File: config.mk
export PLATFORM = sky130hd
export DESIGN_NAME = e2q_fifo
export DESIGN_NICKNAME = d
export VERILOG_FILES = /design/src/sv/e2q_fifo.sv
export SDC_FILE = /design/constraint.sdc
export NUM_CORES = 1
export LEC_CHECK = 0
export BUFFER_PORTS_ARGS = -buffer_cell sky130_fd_sc_hd__buf_4
export CORE_MARGIN = 4
export CORE_UTILIZATION = 30
export CTS_BUF_LIST = sky130_fd_sc_hd__clkbuf_16
export DETAILED_ROUTE_END_ITERATION = 12
export PLACE_DENSITY = 0.59
export SLEW_MARGIN = 20
export SYNTH_ARGS = -nofsm -noshare
export SYNTH_HDL_FRONTEND = slang
export SYNTH_SLANG_ARGS = --single-unit
File: constraint.sdc
create_clock -name clk -period 2.18 [get_ports clk]
set_input_delay 0.436 -clock clk [delete_from_list [all_inputs] [get_ports clk]]
set_output_delay 0.436 -clock clk [all_outputs]
set_load 0.05 [all_outputs]
File: src/sv/e2q_fifo.sv
module e2q_fifo #(
	parameter int Width = 8,
	parameter int Depth = 4
) (
	input  logic             clk,
	input  logic             arst_n,
	input  logic             in_valid,
	output logic             in_ready,
	input  logic [Width-1:0] in_data,
	output logic             out_valid,
	input  logic             out_ready,
	output logic [Width-1:0] out_data
);
	localparam int Aw = $clog2(Depth);

	logic [Width-1:0] mem_q [Depth];
	logic [Aw-1:0]    wr_q;
	logic [Aw-1:0]    rd_q;
	logic [Aw:0]      cnt_q;
	logic             push;
	logic             pop;

	assign in_ready  = cnt_q != Depth[Aw:0];
	assign out_valid = cnt_q != '0;
	assign out_data  = mem_q[rd_q];
	assign push      = in_valid && in_ready;
	assign pop       = out_valid && out_ready;

	always_ff @(posedge clk) begin
		if (push) begin
			mem_q[wr_q] <= in_data;
		end
	end

	always_ff @(posedge clk or negedge arst_n) begin
		if (!arst_n) begin
			wr_q  <= '0;
			rd_q  <= '0;
			cnt_q <= '0;
		end else begin
			if (push) begin
				wr_q <= (wr_q == Aw'(Depth - 1)) ? '0 : wr_q + 1'b1;
			end
			if (pop) begin
				rd_q <= (rd_q == Aw'(Depth - 1)) ? '0 : rd_q + 1'b1;
			end
			cnt_q <= cnt_q + {{Aw{1'b0}}, push} - {{Aw{1'b0}}, pop};
		end
	end

	a_no_overflow: assert property (@(posedge clk) disable iff (!arst_n)
		cnt_q <= Depth[Aw:0]) else $error("queue count over depth");
	a_count_step: assert property (@(posedge clk) disable iff (!arst_n)
		(push && !pop) |=> cnt_q == $past(cnt_q) + 1'b1) else $error("push lost");
	a_pop_step: assert property (@(posedge clk) disable iff (!arst_n)
		(pop && !push) |=> cnt_q == $past(cnt_q) - 1'b1) else $error("pop lost");

endmodule

# Word-level counts from Yosys, hierarchy flattened

Memory sizes are Yosys's and may differ from the RTL's.
Index checks and enable logic that the tools add are counted.

Add/sub/neg operators: 4
Eq/ne operators: 3
Multiplexer cells: 4
Reductions and logical operators: 3

Operators by type and width:

| kind                                                           | number |
|---|---|
| 2-bit by 1-bit adder with 2-bit output (second input constant) | 2 |
| 2-bit == test (second input constant)                          | 2 |
| 2-bit two-way mux                                              | 2 |
| 3-bit by 1-bit adder with 3-bit output                         | 1 |
| 3-bit != test (second input constant)                          | 1 |
| 3-bit nonzero test                                             | 1 |
| 3-bit by 1-bit subtractor with 3-bit output                    | 1 |
| 1-bit logical AND                                              | 2 |
| 1-bit two-way mux                                              | 2 |

Flip-flop bits (word level): 7
Bits in writable memories: 32
Input port bits: 12
Output and inout bits: 10
Word-level logic and storage cells: 18
Memories kept: 1

Memories:

| memory | depth | width | read ports | clocked after memory_dff | wr ports | line | source |
|---|---|---|---|---|---|---|---|
| mem_q  | 4     | 8     | 1          | 0                        | 1        | 16   | `logic [Width-1:0] mem_q [Depth];` |

# Depth between registers and ports, before layout

Gate-level depths: netlist of run 1.

Depth in word-level cells: 4
Depth in mapped cells: 10
Depth with buffers taken out: 9

# Worst setup path after synthesis of run 1

OpenSTA, ideal clock, no wires.

Kind: register -> register
From: register cnt_q[1]
To: register cnt_q[2]
Arrival: 2.127 ns
Data required time: 2.056 ns
Path slack: -0.071 ns
Stages on the path, launching flop included: 11
Period minus slack after synthesis: 2.251 ns
Path through: dfrtp_1 > or3b_1 > buf_6 > nand2_1 > ha_1 > inv_1 > ha_1 > inv_1 > fa_1 > xnor2_1 > xnor2_1

Word-level cells in the longest chain between the ends: 4
Elaborated cells between the ends (all ways): 6

RTL lines:

| item                                        | line | source |
|---|---|---|
| start, declared                             | 19   | `logic [Aw:0] cnt_q;` |
| start signal, assigned                      | 47   | `cnt_q <= cnt_q + {{Aw{1'b0}}, push} - {{Aw{1'b0}}, pop};` |
| 3-bit != test                               | 23   | `assign in_ready = cnt_q != Depth[Aw:0];` |
| net in_ready                                | 8    | `output logic in_ready,` |
| 1-bit logical AND                           | 26   | `assign push = in_valid && in_ready;` |
| 3-bit by 1-bit adder with 3-bit output      | 47   |  |
| 3-bit by 1-bit subtractor with 3-bit output | 47   |  |

The timed path passes the listed nets, and every way through them passes these cells.
A chain may end at the register's enable or synchronous reset.

# Worst setup path after layout of run 1

From: register cnt_q[1]
To: register cnt_q[2]

Word-level cells in the longest chain between the ends: 4
Elaborated cells between the ends (all ways): 6

RTL lines:

| item                                          | line |
|---|---|
| 3-bit != test                                 | 23 |
| 1-bit logical AND                             | 26 |
| 3-bit by 1-bit adder with 3-bit output        | 47 |
| 3-bit by 1-bit subtractor with 3-bit output * | 47 |

Every way passes the cells marked *; elsewhere a longest branch is shown, timed or not.

==> results of run 1 <==
==> state kept, by name, summed over array words and instances, names as in the netlist <==
signal and count:
mem_q 32, cnt_q 3, rd_q 2, wr_q 2
==> cells in the mapped netlist, drive strengths merged <==
cell type / number
nor3b: 1
a211o: 2
o31ai: 1
nor2: 1
or3: 1
and2: 1
nor4bb: 2
ha: 7
xnor2: 2
and3: 4
nor2b: 2
or3b: 1
nand2: 1
fa: 1
inv: 6
mux2: 2
mux4: 8
buf: 3
dfrtp: 7
edfxtp: 32
==> worst max-delay path by stage <==
stage,slack (ps),end,start
finish,110,cnt_q[2],cnt_q[1]
global route,10,cnt_q[2],cnt_q[1]
CTS,30,cnt_q[2],cnt_q[0]
detailed placement,7,cnt_q[2],cnt_q[2]
global placement,80,cnt_q[2],cnt_q[2]
floorplan,3,cnt_q[2],cnt_q[0]
==> timing repair <==
| item | 4_1_cts | 5_1_grt |
|---|---|---|
| pin swaps | 0 | 3 |
| gates resized for setup | 2 | 4 |
| endpoints found under the hold margin | 7 | 0 |
| buffers inserted | 0 | 2 |
| endpoints found under the setup margin | 9 | 1 |
| hold buffers | 1 | 0 |
==> layout by cell type (no fill, tap or decap), drive strengths merged <==
cell type	synthesis	layout
a211o	2	2
and2	1	1
and3	4	4
buf	3	27
clkbuf	0	5
clkinv	0	1
clkinvlp	0	2
dfrtp	7	7
dlygate4sd3	0	1
edfxtp	32	32
fa	1	1
ha	7	7
inv	6	6
mux2	2	2
mux4	8	8
nand2	1	1
nor2	1	1
nor2b	2	2
nor3b	1	1
nor4bb	2	2
o31ai	1	1
or3	1	1
or3b	1	1
xnor2	2	2
==> cell families (layout without fill, tap and decap cells) <==
group                    after synthesis  count (layout)  synth area share
XOR/XNOR                               2               2            0.0108
multiplexers                          10              10             0.125
flip-flops                            39              39             0.699
AO/OA/AOI/OAI                          3               3            0.0154
adder cells (fa/ha/maj)                8               8            0.0662
AND/OR/NAND/NOR                       14              14            0.0577
buffers and inverters                  9              42            0.0262
==> power groups by stage <==
stage | clock, mW | sequential (mW) | combinational (mW)
2_1_floorplan | 0 | 1.11 | 1.04
3_3_place_gp | 0 | 1.19 | 1.29
3_5_place_dp | 0 | 1.21 | 1.34
4_1_cts | 0.726 | 1.20 | 1.34
5_1_grt | 0.754 | 1.24 | 1.45
6_report | 0.707 | 1.20 | 1.35
==> area by class of cell <==
cell class              count  area, um^2  area share
inverters                   6        22.5      0.0107
clock inverters             3        20.0     0.00947
repair buffers             28         213       0.101
flip-flops and latches     39        1140       0.540
well taps                  70        87.6      0.0414
clock buffers               5         125      0.0592
multi-input cells          37         505       0.239
==> worst reg2reg max path, delay by kind of cell (launching register included) <==
kind	cells	cell delay, ps
simple gates	2	490
flops	1	440
xor+xnor	2	320
buf+inv	2	90
fa+ha+maj	3	650
==> through the flow <==
step / hold WS [ps] / total power [mW] / instance area (um^2)
finish: 355 / 3.26 / 2110
global route: 349 / 3.44 / 2110
CTS: 350 / 3.27 / 2090
detailed placement: 259 / 2.54 / 1920
global placement: 255 / 2.48 / 1920
floorplan: 140 / 2.15 / 1670
==> per-layer routing <==
layer | vias to the layer above | part of all wire | track usage
met5 | - | 0 | 0
met4 | 0 | 0.017 | 0.0349
met3 | 5 | 0.065 | 0.0471
met2 | 23 | 0.49 | 0.160
met1 | 430 | 0.43 | 0.104
li1 | 392 | - | -
==> key figures, run 1 <==
GRT
  – Initial antenna violation count: 0
  – First-pass GRT wire length: 4380 um
  – Largest net degree at the start of global routing: 14
  – Total track usage: 0.0953
  – Remaining Overflow, GRT: 0
  – Vias in the first global route: 931

Pwr
  – Clk network pwr share: 0.217
  – Max VDD drop: 0.677 mV
  – Switching share of power: 0.376
  – P_sw: 1.23 mW
  – Cell internal pwr: 2.03 mW
  – Leakage: 0.794 nW
  – Logic pwr share: 0.415
  – Sequential share of power: 0.369
  – PD cells: 1540 mW/mm^2

CTS
  – CTS clk-pin slew, worst paths: 60 ps
  – H-tree depth: 2
  – Clk_lat worst skew: 280 ps
  – CTS Buffer Depth: 2
  – CTS Sinks: 39
  – Clock root buffer: clkbuf_16
  – Total CTS buffers: 5
  – TritonCTS clock tree: built

Critical path
  – Critical path's slowest cell: dfrtp_2
  – CP Data Arrival Time: 2260 ps
  – CP peak stage delay: 440 ps
  – Critical Path Sink Type: register
  – Worst R2R Path Depth: 9
  – Delay-heaviest family, CP: adder cells
  – Worst reg2reg startpoint: cnt_q[1]
  – CP bufs+invs: 2
  – Worst Path Max Fanout: 4
  – CP Depth: 9
  – Crit start category: register
  – CP required: 2370 ps
  – WS Path Type: reg2reg
  – R2R Setup Slk: 110 ps
  – Reg2reg end: cnt_q[2]
  – Cells along the critical path: or3b_4 -> nand2_4 -> ha_4 -> inv_2 -> ha_4 -> inv_2 -> fa_2 -> xnor2_2 -> xnor2_1

Timing
  – Slew @ Worst Pin: 439 ps
  – Rel. slew slack: 0.707
  – Final setup violation count: 0
  – Crit path time final: 2070 ps
  – Final setup skew: 2.31 ps
  – Final worst path period share: 0.948
  – Fin Setup TNS: 0 ps
  – Max Slew Vio Count: 0
  – Final hold vios: 0
  – Unrepaired setup endpoints after global routing: false
  – Fmax: 484 MHz
  – Final worst slack: 113 ps

Layout
  – Fin nets: 137
  – Layout cells sized above 1: 0.492
  – Fillers: 480
  – Finished Layout Cells: 188
  – Fin util: 0.409
  – Area growth syn-to-layout: 30.1%
  – Inserted Diodes: 0

Route
  – Drt first pass iters: 4
  – Vias per cell: 4.52
  – Wire length per cell: 15.1 um
  – Final wirelength: 2830 um
  – DRC: 0
  – Post-route ant nets: 0
  – Via count: 850
  – DRT iter0 DRCs: 20

Placement
  – Placed cell count: 177
  – DP Worst Slack: 7.22 ps
  – PortBufs: 21
  – GPL Wtd Cong: 0.734
  – Hpwl dp: 2010 um

Yosys
  – Area leader, netlist: edfxtp_1
  – Post-Syn Area: 0.00163 mm^2
  – Synthesized flop and latch total: 39
  – Cell count after synthesis: 85
  – Seq/Total Area, Yosys: 0.699
  – Distinct cells, synth: 22
  – Synth top area cells: edfxtp_1 (59%), mux4_2 (11%), dfrtp_1 (11%)
  – Yosys warning count: 0
  – Syn Nets: 105
  – Synthesized area per cell: 19.1 um^2
  – Top cell type's share of synthesized area: 0.591

Die
  – Initial Util: 0.314
  – DIE WIDTH: 81.6 um
  – Height of the chip: 81.6 um
  – I/O pin count: 22
  – Core footprint: 0.00517 mm^2
  – Cell Rows: 26
  – Die area: 0.00666 mm^2

Hold path
  – Worst Hold End: mem_q[0][3]
  – Worst Hold Depth: 1
  – HP Class: in2reg
  – Hold Startpoint: in_data[3]

Outcome
  – Status: completed

Flow run
  – MaxCap Viol Count: 0
(Power assumes the default switching activity.)
==> run 2: changes to the inputs <==
--- a/config.mk
+++ b/config.mk
@@ -10,6 +10,7 @@
 export CORE_UTILIZATION = 30
 export CTS_BUF_LIST = sky130_fd_sc_hd__clkbuf_16
 export DETAILED_ROUTE_END_ITERATION = 12
+export MAX_ROUTING_LAYER = met4
 export PLACE_DENSITY = 0.59
 export SLEW_MARGIN = 20
 export SYNTH_ARGS = -nofsm -noshare
==> run 2 against run 1 <==
Compared with the run above:
- sequential power barely moved
- design area is the same
- via count increased by 0.35%
- total power about the same
- setup slack hardly changed
- die area stayed put
- combinational power about the same
- hold slack improved by 0.84 ps
- critical endpoint unchanged
- critical path depth is the same
- core utilization stayed put
==> key figures, run 2 (synthesis gave the netlist of run 1 again) <==
Critical path
  – Worst R2R Path Depth: 9 (unchanged)
  – Critical Path Sink Type: register
  – Worst Path Max Fanout: 4 (unchanged)
  – CP required: 2370 ps (about the same)
  – WS Path Type: reg2reg
  – CP Data Arrival Time: 2260 ps (about the same)
  – Reg2reg end: cnt_q[2]
  – Crit start category: register
  – Worst reg2reg startpoint: cnt_q[1]
  – R2R Setup Slk: 110 ps (about the same)

GRT
  – Initial antenna violation count: 0 (unchanged)
  – Total track usage: 0.0978 (+0.00251)
  – Global routing met3 resource utilization: 0.0471 (unchanged)
  – Remaining Overflow, GRT: 0 (unchanged)
  – Vias in the first global route: 935 (+0.43%)
  – Largest net degree at the start of global routing: 14 (unchanged)
  – Top Usage Layer GRT: met2
  – Grt met2 use: 0.160 (unchanged)
  – Grt met1 use: 0.104 (-0.000705)
  – First-pass GRT wire length: 4370 um (-0.16%)

Die
  – Cell Rows: 26 (unchanged)
  – Die area: 0.00666 mm^2 (unchanged)
  – Height of the chip: 81.6 um (unchanged)
  – Core footprint: 0.00517 mm^2 (unchanged)
  – DIE WIDTH: 81.6 um (unchanged)
  – Initial Util: 0.314 (unchanged)
  – I/O pin count: 22 (unchanged)

Route
  – DRT iter0 DRCs: 18 (-10%)
  – Drt first pass iters: 4 (unchanged)
  – Post-route ant nets: 0 (unchanged)
  – Via count: 853 (+0.35%)
  – Wire length per cell: 15.1 um (about the same)
  – Vias per cell: 4.54 (+0.35%)
  – Final wirelength: 2830 um (about the same)
  – DRC: 0 (unchanged)

Timing
  – Slew @ Worst Pin: 443 ps (+4.01 ps)
  – Final setup skew: 3.91 ps (+1.60 ps)
  – Final worst path period share: 0.948 (about the same)
  – Final setup violation count: 0 (unchanged)
  – Fmax: 484 MHz (about the same)
  – Final worst slack: 113 ps (-0.427 ps)
  – Rel. slew slack: 0.704 (-0.00267)
  – Max Slew Vio Count: 0 (unchanged)
  – Crit path time final: 2070 ps (+0.427 ps)
  – WHS: 356 ps (+0.842 ps)
  – Final hold vios: 0 (unchanged)
  – Fin Setup TNS: 0 ps (unchanged)
  – Unrepaired setup endpoints after global routing: false

Layout
  – Most flops, register: mem_q
  – Layout cells sized above 1: 0.492 (unchanged)
  – Biggest regs: mem_q x32, cnt_q x3
  – Multi-input logic area: 505 um^2 (unchanged)
  – Area growth syn-to-layout: 30.1% (unchanged)
  – Fin nets: 137 (unchanged)
  – Inserted Diodes: 0 (unchanged)
  – Commonest cells after routing, fill and taps aside: edfxtp_1 (32), buf_4 (27), mux4_2 (8)
  – Commonest non-fill, non-tap cell in the layout: edfxtp_1
  – Largest register FFs: 32 (unchanged)
  – Fillers: 480 (unchanged)
  – Storage cell area: 0.00114 mm^2 (unchanged)

Hold path
  – HP Class: in2reg
  – Hold Startpoint: in_data[4]
  – Worst Hold End: mem_q[0][4]
  – Worst Hold Depth: 1 (unchanged)

CTS
  – CTS Buffer Depth: 2 (unchanged)
  – Clock root buffer: clkbuf_16
  – CTS clk-pin slew, worst paths: 60 ps (about the same)
  – H-tree depth: 2 (unchanged)
  – Total CTS buffers: 5 (unchanged)
  – Clk_lat worst skew: 280 ps (about the same)
  – CTS Sinks: 39 (unchanged)
  – TritonCTS clock tree: built

Flow run
  – MaxCap Viol Count: 0 (unchanged)

Pwr
  – Leakage: 0.794 nW (unchanged)
  – PD cells: 1540 mW/mm^2 (about the same)
  – Max VDD drop: 0.677 mV (about the same)

Placement
  – PortBufs: 21 (unchanged)
  – GPL Wtd Cong: 0.743 (+1.2%)
  – DP Worst Slack: 7.22 ps (unchanged)
  – Hpwl dp: 2010 um (unchanged)

Outcome
  – Status: completed
==> run 2: area by class of cell <==
class	instances	area share
timing repair buffer	28	0.101
clock buffer	5	0.0592
clock inverter	3	0.00947
inverter	6	0.0107
multi-input combinational	37	0.239
sequential	39	0.540
tap	70	0.0414
==> run 2: critical path, stage by stage (launching register included) <==
cell and delay, ps:
dfrtp_2 440, or3b_4 420, nand2_4 70, ha_4 190, inv_2 60, ha_4 120
inv_2 30, fa_2 340, xnor2_2 170, xnor2_1 150
==> run 2: worst max-delay path by stage <==
| stage | depth (start not counted) | slack (ps) | startpoint | to |
|---|---|---|---|---|
| after global routing | 9 | 10 | cnt_q[1] | cnt_q[2] |
| after CTS | 9 | 30 | cnt_q[0] | cnt_q[2] |
| after detailed placement | 9 | 7 | cnt_q[2] | cnt_q[2] |
| after global placement | 9 | 80 | cnt_q[2] | cnt_q[2] |
| final | 9 | 110 | cnt_q[1] | cnt_q[2] |
| after floorplan | 10 | 3 | cnt_q[0] | cnt_q[2] |
==> run 2: metal layers <==
layer,wire (um),vias to the layer above
met5,0,-
met4,43,0
met3,187,3
met2,1410,23
met1,1200,435
li1,-,392
==> run 2: repair_timing <==
action                     CTS  global route
pin swaps                    0             3
hold endpoints to repair     7             0
setup endpoints to repair    9             1
hold buffers                 1             0
resized for setup            2             4
setup buffers                0             2
==> run 2: stage by stage <==
stage	power [mW]	util	cell area, um^2	instances
final	3.26	0.409	2110	188
after global routing	3.44	0.409	2110	188
after CTS	3.27	0.403	2090	186
after detailed placement	2.54	0.372	1920	177
after global placement	2.48	0.372	1920	177
after floorplan	2.15	-	1670	85
==> run 2: where the power goes <==
part | leakage (nW) | internal (mW) | switching [mW] | total (mW)
clock | 0.0658 | 0.421 | 0.286 | 0.707
combinational | 0.356 | 0.596 | 0.756 | 1.35
sequential | 0.372 | 1.02 | 0.185 | 1.20
